File: src/slist_pkg.sv
// Shared types and codes for the sequential list engine.
`default_nettype none

package slist_pkg;

	// Command codes carried in the command field
	typedef enum logic [2:0] {
		CMD_CLEAR  = 3'd0,
		CMD_INSERT = 3'd1,
		CMD_DELETE = 3'd2,
		CMD_READ   = 3'd3,
		CMD_FIND   = 3'd4,
		CMD_SORTED = 3'd5
	} cmd_code_t;

	// Result status codes
	typedef enum logic [2:0] {
		ST_OK       = 3'd0,
		ST_FULL     = 3'd1,
		ST_BADPOS   = 3'd2,
		ST_EMPTY    = 3'd3,
		ST_NOTFOUND = 3'd4
	} status_t;

	// Controller states
	typedef enum logic [3:0] {
		S_IDLE,
		S_DISPATCH,
		S_FETCH,
		S_TAKE,
		S_SHIFT_DN,
		S_SCAN,
		S_SHIFT_UP,
		S_PLACE,
		S_FINISH
	} state_t;

	// Commands from the controller to the datapath
	typedef struct packed {
		logic    load;       // capture the incoming item
		logic    seek_pos;   // idx and ptr to position - 1
		logic    ptr_count;  // ptr to element count (overrides seek_pos)
		logic    ptr_zero;   // ptr to zero
		logic    rd_ptr;     // read entry at ptr, advance ptr
		logic    take_rv;    // latch read data as result value
		logic    step_up;    // one step of the upward shift
		logic    step_dn;    // one step of the downward shift
		logic    step_scan;  // one step of the linear scan
		logic    scan_fin;   // close the scan: found position or insert index
		logic    place;      // write new value at idx, bump count
		logic    dec_count;  // drop one element from the count
		logic    clr_count;  // empty the list
		logic    set_st;     // load status register
		status_t st;
		logic    publish;    // move result into the output register
	} ctl_t;

	// Status from the datapath to the controller
	typedef struct packed {
		logic [2:0] cmd;
		logic       full;
		logic       empty;
		logic       pos_bad;
		logic       ins_bad;
		logic       up_more;
		logic       lt_cnt;
		logic       wr_pend;
		logic       chk;
		logic       hit;
		logic       out_free;
	} dp_flags_t;

endpackage

`default_nettype wire

File: src/slist_ctrl.sv
// Controller state machine for the sequential list engine.
`default_nettype none

module slist_ctrl
	import slist_pkg::*;
(
	input  wire logic      clk,
	input  wire logic      arst_n,
	input  wire logic      cmd_valid,
	output logic           cmd_stall,
	input  wire dp_flags_t flags,
	output ctl_t           ctl
);

	state_t state_q;
	state_t state_nxt;
	logic   scan_done;

	assign scan_done = flags.hit || (!flags.lt_cnt && !flags.chk);
	assign cmd_stall = (state_q != S_IDLE);

	always_ff @(posedge clk or negedge arst_n) begin
		if (!arst_n) begin
			state_q <= S_IDLE;
		end else begin
			state_q <= state_nxt;
		end
	end

	// Next state
	always_comb begin
		state_nxt = state_q;
		unique case (state_q)
			S_IDLE: begin
				if (cmd_valid) state_nxt = S_DISPATCH;
			end
			S_DISPATCH: begin
				unique case (flags.cmd)
					CMD_INSERT: begin
						if (flags.full || flags.ins_bad) state_nxt = S_FINISH;
						else state_nxt = S_SHIFT_UP;
					end
					CMD_DELETE, CMD_READ: begin
						if (flags.empty || flags.pos_bad) state_nxt = S_FINISH;
						else state_nxt = S_FETCH;
					end
					CMD_FIND: state_nxt = S_SCAN;
					CMD_SORTED: begin
						if (flags.full) state_nxt = S_FINISH;
						else state_nxt = S_SCAN;
					end
					default: state_nxt = S_FINISH;
				endcase
			end
			S_FETCH: state_nxt = S_TAKE;
			S_TAKE: begin
				if (flags.cmd == CMD_DELETE) state_nxt = S_SHIFT_DN;
				else state_nxt = S_FINISH;
			end
			S_SHIFT_DN: begin
				if (!flags.lt_cnt && !flags.wr_pend) state_nxt = S_FINISH;
			end
			S_SCAN: begin
				if (scan_done) begin
					if (flags.cmd == CMD_FIND) state_nxt = S_FINISH;
					else state_nxt = S_SHIFT_UP;
				end
			end
			S_SHIFT_UP: begin
				if (!flags.up_more && !flags.wr_pend) state_nxt = S_PLACE;
			end
			S_PLACE: state_nxt = S_FINISH;
			S_FINISH: begin
				if (flags.out_free) state_nxt = S_IDLE;
			end
			default: state_nxt = S_IDLE;
		endcase
	end

	// Outputs
	always_comb begin
		ctl = '0;
		ctl.st = ST_OK;
		unique case (state_q)
			S_IDLE: begin
				ctl.load = cmd_valid;
			end
			S_DISPATCH: begin
				unique case (flags.cmd)
					CMD_CLEAR: ctl.clr_count = 1'b1;
					CMD_INSERT: begin
						if (flags.full) begin
							ctl.set_st = 1'b1;
							ctl.st     = ST_FULL;
						end else if (flags.ins_bad) begin
							ctl.set_st = 1'b1;
							ctl.st     = ST_BADPOS;
						end else begin
							ctl.seek_pos  = 1'b1;
							ctl.ptr_count = 1'b1;
						end
					end
					CMD_DELETE, CMD_READ: begin
						if (flags.empty) begin
							ctl.set_st = 1'b1;
							ctl.st     = ST_EMPTY;
						end else if (flags.pos_bad) begin
							ctl.set_st = 1'b1;
							ctl.st     = ST_BADPOS;
						end else begin
							ctl.seek_pos = 1'b1;
						end
					end
					CMD_FIND: ctl.ptr_zero = 1'b1;
					CMD_SORTED: begin
						if (flags.full) begin
							ctl.set_st = 1'b1;
							ctl.st     = ST_FULL;
						end else begin
							ctl.ptr_zero = 1'b1;
						end
					end
					default: ;
				endcase
			end
			S_FETCH: ctl.rd_ptr = 1'b1;
			S_TAKE: ctl.take_rv = 1'b1;
			S_SHIFT_DN: begin
				if (flags.lt_cnt || flags.wr_pend) ctl.step_dn = 1'b1;
				else ctl.dec_count = 1'b1;
			end
			S_SCAN: begin
				if (scan_done) begin
					ctl.scan_fin = 1'b1;
					if (flags.cmd == CMD_FIND) begin
						ctl.set_st = 1'b1;
						ctl.st     = flags.hit ? ST_OK : ST_NOTFOUND;
					end else begin
						ctl.ptr_count = 1'b1;
					end
				end else begin
					ctl.step_scan = 1'b1;
				end
			end
			S_SHIFT_UP: begin
				if (flags.up_more || flags.wr_pend) ctl.step_up = 1'b1;
			end
			S_PLACE: ctl.place = 1'b1;
			S_FINISH: ctl.publish = flags.out_free;
			default: ;
		endcase
	end

endmodule

`default_nettype wire

File: src/slist_dp.sv
// Datapath of the sequential list engine: element memory, pointers, result registers.
`default_nettype none

module slist_dp
	import slist_pkg::*;
#(
	parameter int CAPACITY = 128
) (
	input  wire logic               clk,
	input  wire logic               arst_n,
	input  wire ctl_t               ctl,
	output dp_flags_t               flags,
	input  wire logic [2:0]         command,
	input  wire logic [7:0]         position,
	input  wire logic signed [31:0] value,
	output logic                    rsp_valid,
	input  wire logic               rsp_stall,
	output logic [2:0]              status,
	output logic signed [31:0]      result_value,
	output logic [7:0]              found_position,
	output logic [7:0]              list_count
);

	localparam int AW   = $clog2(CAPACITY);
	localparam int CW   = $clog2(CAPACITY + 1);
	localparam int CMPW = ((CW > 8) ? CW : 8) + 1;

	logic [31:0]        elem_mem_q [CAPACITY];
	logic [31:0]        rdata_s1;

	logic [2:0]         cmd_q;
	logic [7:0]         pos_q;
	logic signed [31:0] val_q;
	logic [CW-1:0]      count_q;
	logic [CW-1:0]      ptr_q;
	logic [CW-1:0]      idx_q;
	logic [CW-1:0]      chk_idx_q;
	logic [AW-1:0]      wa_q;
	logic               wr_pend_q;
	logic               chk_q;
	status_t            st_q;
	logic signed [31:0] rv_q;
	logic [7:0]         fp_q;
	logic               out_valid_q;

	logic [CMPW-1:0]    pos_ext;
	logic [CMPW-1:0]    cnt_ext;
	logic [CW-1:0]      pos_m1;
	logic [CW-1:0]      ptr_dec;
	logic               up_more;
	logic               lt_cnt;
	logic               cmp;
	logic               hit;
	logic               up_issue;
	logic               dn_issue;
	logic               scan_issue;
	logic               re;
	logic [CW-1:0]      ra;
	logic               we;
	logic [AW-1:0]      waddr;
	logic [31:0]        wdata;
	logic               out_free;

	assign pos_ext = CMPW'(pos_q);
	assign cnt_ext = CMPW'(count_q);
	assign pos_m1  = CW'(pos_ext - CMPW'(1));
	assign ptr_dec = ptr_q - CW'(1);
	assign up_more = (ptr_q > idx_q);
	assign lt_cnt  = (ptr_q < count_q);

	// Find matches equal values, sorted insert stops at the first element >= value
	assign cmp = (cmd_q == CMD_FIND) ? (rdata_s1 == val_q)
	                                 : ($signed(rdata_s1) >= val_q);
	assign hit = chk_q && cmp;

	assign up_issue   = ctl.step_up && up_more;
	assign dn_issue   = ctl.step_dn && lt_cnt;
	assign scan_issue = ctl.step_scan && lt_cnt && !hit;
	assign re         = ctl.rd_ptr || up_issue || dn_issue || scan_issue;
	assign ra         = ctl.step_up ? ptr_dec : ptr_q;

	assign we    = ctl.place || wr_pend_q;
	assign waddr = ctl.place ? idx_q[AW-1:0] : wa_q;
	assign wdata = ctl.place ? val_q : rdata_s1;

	assign out_free = !out_valid_q || !rsp_stall;

	always_comb begin
		flags          = '0;
		flags.cmd      = cmd_q;
		flags.full     = (cnt_ext == CMPW'(CAPACITY));
		flags.empty    = (count_q == '0);
		flags.pos_bad  = (pos_q == 8'd0) || (pos_ext > cnt_ext);
		flags.ins_bad  = (pos_q == 8'd0) || (pos_ext > cnt_ext + CMPW'(1));
		flags.up_more  = up_more;
		flags.lt_cnt   = lt_cnt;
		flags.wr_pend  = wr_pend_q;
		flags.chk      = chk_q;
		flags.hit      = hit;
		flags.out_free = out_free;
	end

	// Element memory: one write and one registered read per cycle
	always_ff @(posedge clk) begin
		if (we) elem_mem_q[waddr] <= wdata;
		if (re) rdata_s1 <= elem_mem_q[ra[AW-1:0]];
	end

	// Working registers
	always_ff @(posedge clk) begin
		if (ctl.load) begin
			cmd_q <= command;
			pos_q <= position;
			val_q <= value;
			st_q  <= ST_OK;
			rv_q  <= '0;
			fp_q  <= '0;
		end
		if (ctl.set_st) st_q <= ctl.st;
		if (ctl.take_rv) rv_q <= $signed(rdata_s1);

		if (ctl.ptr_count) ptr_q <= count_q;
		else if (ctl.seek_pos) ptr_q <= pos_m1;
		else if (ctl.ptr_zero) ptr_q <= '0;
		else if (up_issue) ptr_q <= ptr_dec;
		else if (ctl.rd_ptr || dn_issue || scan_issue) ptr_q <= ptr_q + CW'(1);

		if (ctl.seek_pos) idx_q <= pos_m1;
		else if (ctl.scan_fin && (cmd_q != CMD_FIND)) idx_q <= hit ? chk_idx_q : count_q;

		if (ctl.scan_fin && (cmd_q == CMD_FIND) && hit) begin
			fp_q <= 8'(CMPW'(chk_idx_q) + CMPW'(1));
		end

		if (scan_issue) chk_idx_q <= ptr_q;
		if (up_issue) wa_q <= ptr_q[AW-1:0];
		else if (dn_issue) wa_q <= ptr_dec[AW-1:0];
	end

	// Control state
	always_ff @(posedge clk or negedge arst_n) begin
		if (!arst_n) begin
			count_q     <= '0;
			wr_pend_q   <= 1'b0;
			chk_q       <= 1'b0;
			out_valid_q <= 1'b0;
		end else begin
			if (ctl.clr_count) count_q <= '0;
			else if (ctl.place) count_q <= count_q + CW'(1);
			else if (ctl.dec_count) count_q <= count_q - CW'(1);

			wr_pend_q <= up_issue || dn_issue;
			chk_q     <= scan_issue;

			if (ctl.publish) out_valid_q <= 1'b1;
			else if (!rsp_stall) out_valid_q <= 1'b0;
		end
	end

	// Output register
	always_ff @(posedge clk) begin
		if (ctl.publish) begin
			status         <= st_q;
			result_value   <= rv_q;
			found_position <= fp_q;
			list_count     <= 8'(count_q);
		end
	end

	assign rsp_valid = out_valid_q;

endmodule

`default_nettype wire

File: src/sequential_list_engine_top.sv
// Top level of the sequential list engine: controller plus datapath.
//
//  channel | direction | handshake             | payload
//  --------+-----------+-----------------------+-------------------------------------------
//  cmd     | in        | cmd_valid / cmd_stall | command, position, value
//  rsp     | out       | rsp_valid / rsp_stall | status, result_value, found_position,
//          |           |                       | list_count
//
// One item at a time. Clear, errors and unused codes touch no entry, and read fetches
// one; delete at position p shifts the entries after p down by one; insert at p shifts
// the entries from p onward up by one (no shift when appending at count + 1); find scans
// from the first entry to the match or the end; sorted insert scans for the first
// element >= value, then shifts up as insert does. Every walk is made by the element
// memory, one entry per cycle through its single read port.
// Reset empties the list; the element memory itself is not cleared.
// A new item is taken while the previous result still waits in the output register;
// its result is held back until that register is free.
`default_nettype none

module sequential_list_engine_top
	import slist_pkg::*;
#(
	parameter int CAPACITY = 128
) (
	input  wire logic               clk,
	input  wire logic               arst_n,
	input  wire logic               cmd_valid,
	output logic                    cmd_stall,
	input  wire logic [2:0]         command,
	input  wire logic [7:0]         position,
	input  wire logic signed [31:0] value,
	output logic                    rsp_valid,
	input  wire logic               rsp_stall,
	output logic [2:0]              status,
	output logic signed [31:0]      result_value,
	output logic [7:0]              found_position,
	output logic [7:0]              list_count
);

	ctl_t      ctl;
	dp_flags_t flags;

	// Sequencer: decides the memory walk for each item
	slist_ctrl u_ctrl (
		.clk       (clk),
		.arst_n    (arst_n),
		.cmd_valid (cmd_valid),
		.cmd_stall (cmd_stall),
		.flags     (flags),
		.ctl       (ctl)
	);

	// Element store, pointers and the result register
	slist_dp #(
		.CAPACITY (CAPACITY)
	) u_dp (
		.clk            (clk),
		.arst_n         (arst_n),
		.ctl            (ctl),
		.flags          (flags),
		.command        (command),
		.position       (position),
		.value          (value),
		.rsp_valid      (rsp_valid),
		.rsp_stall      (rsp_stall),
		.status         (status),
		.result_value   (result_value),
		.found_position (found_position),
		.list_count     (list_count)
	);

endmodule

`default_nettype wire

File: config.mk
export PLATFORM = sky130hd
export DESIGN_NAME = sequential_list_engine_top
export DESIGN_NICKNAME = d
export VERILOG_FILES = /design/src/slist_pkg.sv /design/src/slist_ctrl.sv /design/src/slist_dp.sv /design/src/sequential_list_engine_top.sv
export SDC_FILE = /design/constraint.sdc
export NUM_CORES = 2
export LEC_CHECK = 0
export BUFFER_PORTS_ARGS = -buffer_cell sky130_fd_sc_hd__clkbuf_2
export CAP_MARGIN = 5
export CORE_ASPECT_RATIO = 0.5
export CORE_UTILIZATION = 30
export CTS_CLUSTER_DIAMETER = 30
export DETAILED_ROUTE_END_ITERATION = 7
export PLACE_DENSITY_LB_ADDON = 0.05
export SYNTH_ARGS = -nofsm -noshare
export SYNTH_HDL_FRONTEND = slang
export SYNTH_HIERARCHICAL = 1
export SYNTH_SLANG_ARGS = --single-unit
File: constraint.sdc
create_clock -name clk -period 18.8 [get_ports clk]
set_input_delay 3.76 -clock clk [delete_from_list [all_inputs] [get_ports clk]]
set_output_delay 3.76 -clock clk [all_outputs]
set_load 0.02 [all_outputs]
==> run metrics <==
run status complete, but fails checks; failing checks capacitance limit, slew limit; Top cell by count, worst path sky130_fd_sc_hd__buf_12; asr flop ratio synth 0.00348; nets in the synthesized netlist 8071; cts repair resizes 0; highest routed layer met5; total detailed-routing wirelength 612000 µm; first-pass GRT wire length 817000 µm; wire length the detailed router placed on met1 290000 µm; internal power contribution 23.0 mW; RD Place Congestion 0.783; unrepaired setup endpoints after global routing false; total of flip-flops plus latches after synthesis 4311; net switching power 11.8 mW; buffer cell driving the clock tree root sky130_fd_sc_hd__clkbuf_16; post-CTS setup buffers 0; count of distinct cell types in the synthesized netlist 79; 1st-pass router iterations 6; Final Max Tran Viols 2; Post-route DRC 0; overall via count from detail_route 86300; Critical Path Sink Type register; power per unit of standard cell area 171 nW/µm²; Levels on crit path 22; antenna-violating nets left 0; number of placement rows 193; post-DR wirelength/cell 36.7 µm; Critical Path RT 19.56 ns; level count of the clock H-tree 6; CP top delay family buffers and inverters; Post-DP HPWL 353000 µm; number of ports placed on the die boundary 100; largest net degree at the start of global routing 90; worst path buffer plus inverter count 6; highest cell delay on the worst timing path 0.81 ns; initial core utilization 0.302; gr ovfl total 0; Worst setup SP type register; cell-by-cell trace of the critical path inv_1 > ha_1 > nor2b_1 > o21a_1 > o21a_1 > o21bai_1 > a21oi_1 > nor2_1 > or3_1 > inv_1 > xnor2_4 > buf_12 > buf_12 > buf_12 > buf_4 > mux4_2 > nand2_1 > nand3_1 > nand4_1 > o22ai_1 > a221oi_1 > o21ai_1; worst rel slew slack -0.118; Sequential Power Share 0.336; largest fanout on the critical path 80; cells after synthesis 7947; Post-synth top cells sky130_fd_sc_hd__edfxtp_1, sky130_fd_sc_hd__mux4_2, sky130_fd_sc_hd__nand2_1, sky130_fd_sc_hd__nand3_1, sky130_fd_sc_hd__nor2_1; area enclosed by the die boundary 563000 µm²; leading post-synthesis cells by cell area sky130_fd_sc_hd__edfxtp_1, sky130_fd_sc_hd__mux4_2, sky130_fd_sc_hd__nand2_1; height of the chip 531 µm; Synth Warn # 6; post-synthesis instance area 168000 µm²; clock buffers created by TritonCTS 700; core area 555000 µm²; minimum clock period after layout 7.96 ns; area delta synth->final 21.2%; met2 wire length 269000 µm; average via count per standard cell 5.18; kind of critical path reg -> reg; overall global routing resource usage 0.216; VDD IR max 0.000112 V; buffers added on ports 99; Layout Nets 8779; slowest stage cell on the critical path sky130_fd_sc_hd__buf_4; Post-synth top flop sky130_fd_sc_hd__edfxtp_1; post-synthesis area per instance 21.1 µm²; part of the power in combinational logic 0.287; Max Root-Sink Buffers 5; clk sinks 4311; via count of the first global-routing pass 87100; number of failing setup endpoints in the final timing report 0; final hold viol count 0; worst min-delay path class reg -> reg; top achievable clock speed 126 MHz; measured slew at the worst slew-check pin 1.66 ns; total power consumption of the routed design 34.7 mW; arrival time reported for the critical path endpoint 8.72 ns; ratio of final minimum period to clock period 0.423; CTS tree done; antenna violations before repair 66; P_leak 64.9 nW; number of synthesized flops with an enable pin 4296; area share of the largest cell type after synthesis 0.769; share of post-route cells with drive strength above 1 0.305; fraction of the yosys area taken by sequential cells 0.771; post-CTS clock slew at the launch and capture registers of the worst setup and hold paths 0.06 ns; DR WL met3 43400 µm; Hold Buf Count CTS 0; horizontal die dimension 1060 µm; Sw Share 0.339; dominant cell type by area after synthesis sky130_fd_sc_hd__edfxtp_1; cell depth of the worst min-delay path 0; clock network power share 0.377; most numerous cell in the Yosys netlist sky130_fd_sc_hd__edfxtp_1; clock latency on the worst-skew pair 1.02 ns; number of max-cap violations 1; Worst Reg-to-Reg Cells 22; violation count after the first detailed-routing iteration 10300; post-route clock skew 0.0460 ns; Total Negative Setup Slacks 0 ns
[cell type report]
type,instances,area (µm²)
antenna,38,95.1
clock buffer,793,18200
clock inverter,481,5480
fill,51000,352000
inverter,77,289
multi-input combinational,3137,37500
sequential,4311,129000
tap,7410,9270
timing repair buffer,428,3200
[path summary, 6_finish.rpt]
check	startpoint	endpoint	slack (ns)
worst max-delay path	u_dp/ptr_q[0]$_DFFE_PP_	u_dp/rdata_s1[15]$_DFFE_PP_	10.84
worst min-delay path	u_dp/rv_q[1]$_SDFFCE_PN0P_	u_dp/result_value[1]$_DFFE_PP_	0.42
worst max register to register	u_dp/ptr_q[0]$_DFFE_PP_	u_dp/rdata_s1[15]$_DFFE_PP_	10.84
worst min register to register	u_dp/rv_q[1]$_SDFFCE_PN0P_	u_dp/result_value[1]$_DFFE_PP_	0.42
max in group asynchronous	arst_n	u_dp/count_q[1]$_DFFE_PN0P_	15.72
min in group asynchronous	arst_n	u_dp/wr_pend_q$_DFF_PN0_	2.72
[kinds of logic (layout without fill, tap and decap cells)]
group	after synthesis	after routing	synth area share
buffers and inverters	499	1779	0.0158
other	0	38	0
adders and majority gates	77	77	0.00579
AOI/OAI and AO/OA	352	352	0.0145
and+or+nand+nor	1471	1471	0.0389
muxes	1191	1191	0.151
xor gates and xnor gates	46	46	0.00260
DFF	4311	4311	0.771
[through the flow]
stage               std cells  utilization  hold WS (ns)  worst slack [ns]  cell area, µm²
finish                  16700        0.367         0.418             10.84          203000
global route            16600        0.366         0.423             10.20          203000
floorplan                7947            -         0.400             11.20          168000
detailed placement      15400        0.324         0.407             10.68          180000
global placement        15400        0.323         0.407             10.23          180000
CTS                     16600        0.366         0.417             10.68          203000
[registers in the layout, indices dropped and copies added, names as in the netlist, 7 cells and up]
signal	count
u_dp/chk_idx_q	8
u_dp/wa_q	7
u_dp/rdata_s1	32
u_dp/found_position	8
u_dp/list_count	8
u_dp/fp_q	8
u_dp/pos_q	8
u_dp/idx_q	8
u_dp/ptr_q	8
u_dp/result_value	32
u_dp/count_q	8
u_dp/rv_q	32
u_dp/elem_mem_q	4096
u_dp/val_q	32
[power by group through the flow]
stage          sequential [mW]  clock, mW  combinational [mW]
3_3_place_gp              11.9          0                10.2
5_1_grt                   11.7       13.8                10.5
6_report                  11.7       13.1                9.95
4_1_cts                   11.7       13.4                10.2
2_1_floorplan             11.8          0                5.50
3_5_place_dp              11.9          0                10.2
[per-layer routing]
layer	global-route usage	vias up
met3	0.0509	753
met5	0	-
met2	0.321	2900
met1	0.324	48000
li1	-	34700
met4	0.0376	18
[layout by cell type, fill, tap and decap left out, types with 21 or more instances in the layout]
master	netlist	final
sky130_fd_sc_hd__edfxtp_1	4296	4296
sky130_fd_sc_hd__mux4_2	1075	1075
sky130_fd_sc_hd__nand2_1	768	766
sky130_fd_sc_hd__clkbuf_16	0	715
sky130_fd_sc_hd__buf_4	100	311
sky130_fd_sc_hd__nand3_1	255	247
sky130_fd_sc_hd__nor2_4	0	131
sky130_fd_sc_hd__clkinv_1	1	110
sky130_fd_sc_hd__clkbuf_2	0	99
sky130_fd_sc_hd__bufinv_16	0	95
sky130_fd_sc_hd__nand4_1	85	85
sky130_fd_sc_hd__clkinv_2	0	83
sky130_fd_sc_hd__mux2i_1	83	83
sky130_fd_sc_hd__clkbuf_1	108	78
sky130_fd_sc_hd__ha_1	76	76
sky130_fd_sc_hd__inv_1	75	75
sky130_fd_sc_hd__clkinvlp_4	0	66
sky130_fd_sc_hd__a31oi_1	68	63
sky130_fd_sc_hd__clkinv_4	0	53
sky130_fd_sc_hd__nor2_1	184	52
sky130_fd_sc_hd__a21oi_1	53	51
sky130_fd_sc_hd__inv_6	0	48
sky130_fd_sc_hd__and3_1	44	42
sky130_fd_sc_hd__diode_2	0	38
sky130_fd_sc_hd__and2_1	38	37
sky130_fd_sc_hd__o21ai_0	38	34
sky130_fd_sc_hd__mux2_8	0	25
sky130_fd_sc_hd__nor3_1	25	24
sky130_fd_sc_hd__o22ai_1	24	24
sky130_fd_sc_hd__xnor2_1	25	23
sky130_fd_sc_hd__o221ai_1	21	21
sky130_fd_sc_hd__a21o_1	21	21
[worst register-to-register path, cell delays in order, from the launching register on]
cell and delay, ns:
sky130_fd_sc_hd__edfxtp_1 0.65, sky130_fd_sc_hd__inv_1 0.16, sky130_fd_sc_hd__ha_1 0.23, sky130_fd_sc_hd__nor2b_1 0.11
sky130_fd_sc_hd__o21a_1 0.12, sky130_fd_sc_hd__o21a_1 0.10, sky130_fd_sc_hd__o21bai_1 0.09, sky130_fd_sc_hd__a21oi_1 0.20
sky130_fd_sc_hd__nor2_1 0.06, sky130_fd_sc_hd__or3_1 0.41, sky130_fd_sc_hd__inv_1 0.39, sky130_fd_sc_hd__xnor2_4 0.20
sky130_fd_sc_hd__buf_12 0.56, sky130_fd_sc_hd__buf_12 0.78, sky130_fd_sc_hd__buf_12 0.62, sky130_fd_sc_hd__buf_4 1.06
sky130_fd_sc_hd__mux4_2 0.66, sky130_fd_sc_hd__nand2_1 0.10, sky130_fd_sc_hd__nand3_1 0.21, sky130_fd_sc_hd__nand4_1 0.48
sky130_fd_sc_hd__o22ai_1 0.17, sky130_fd_sc_hd__a221oi_1 0.24, sky130_fd_sc_hd__o21ai_1 0.12
(Power assumes the default switching activity.)
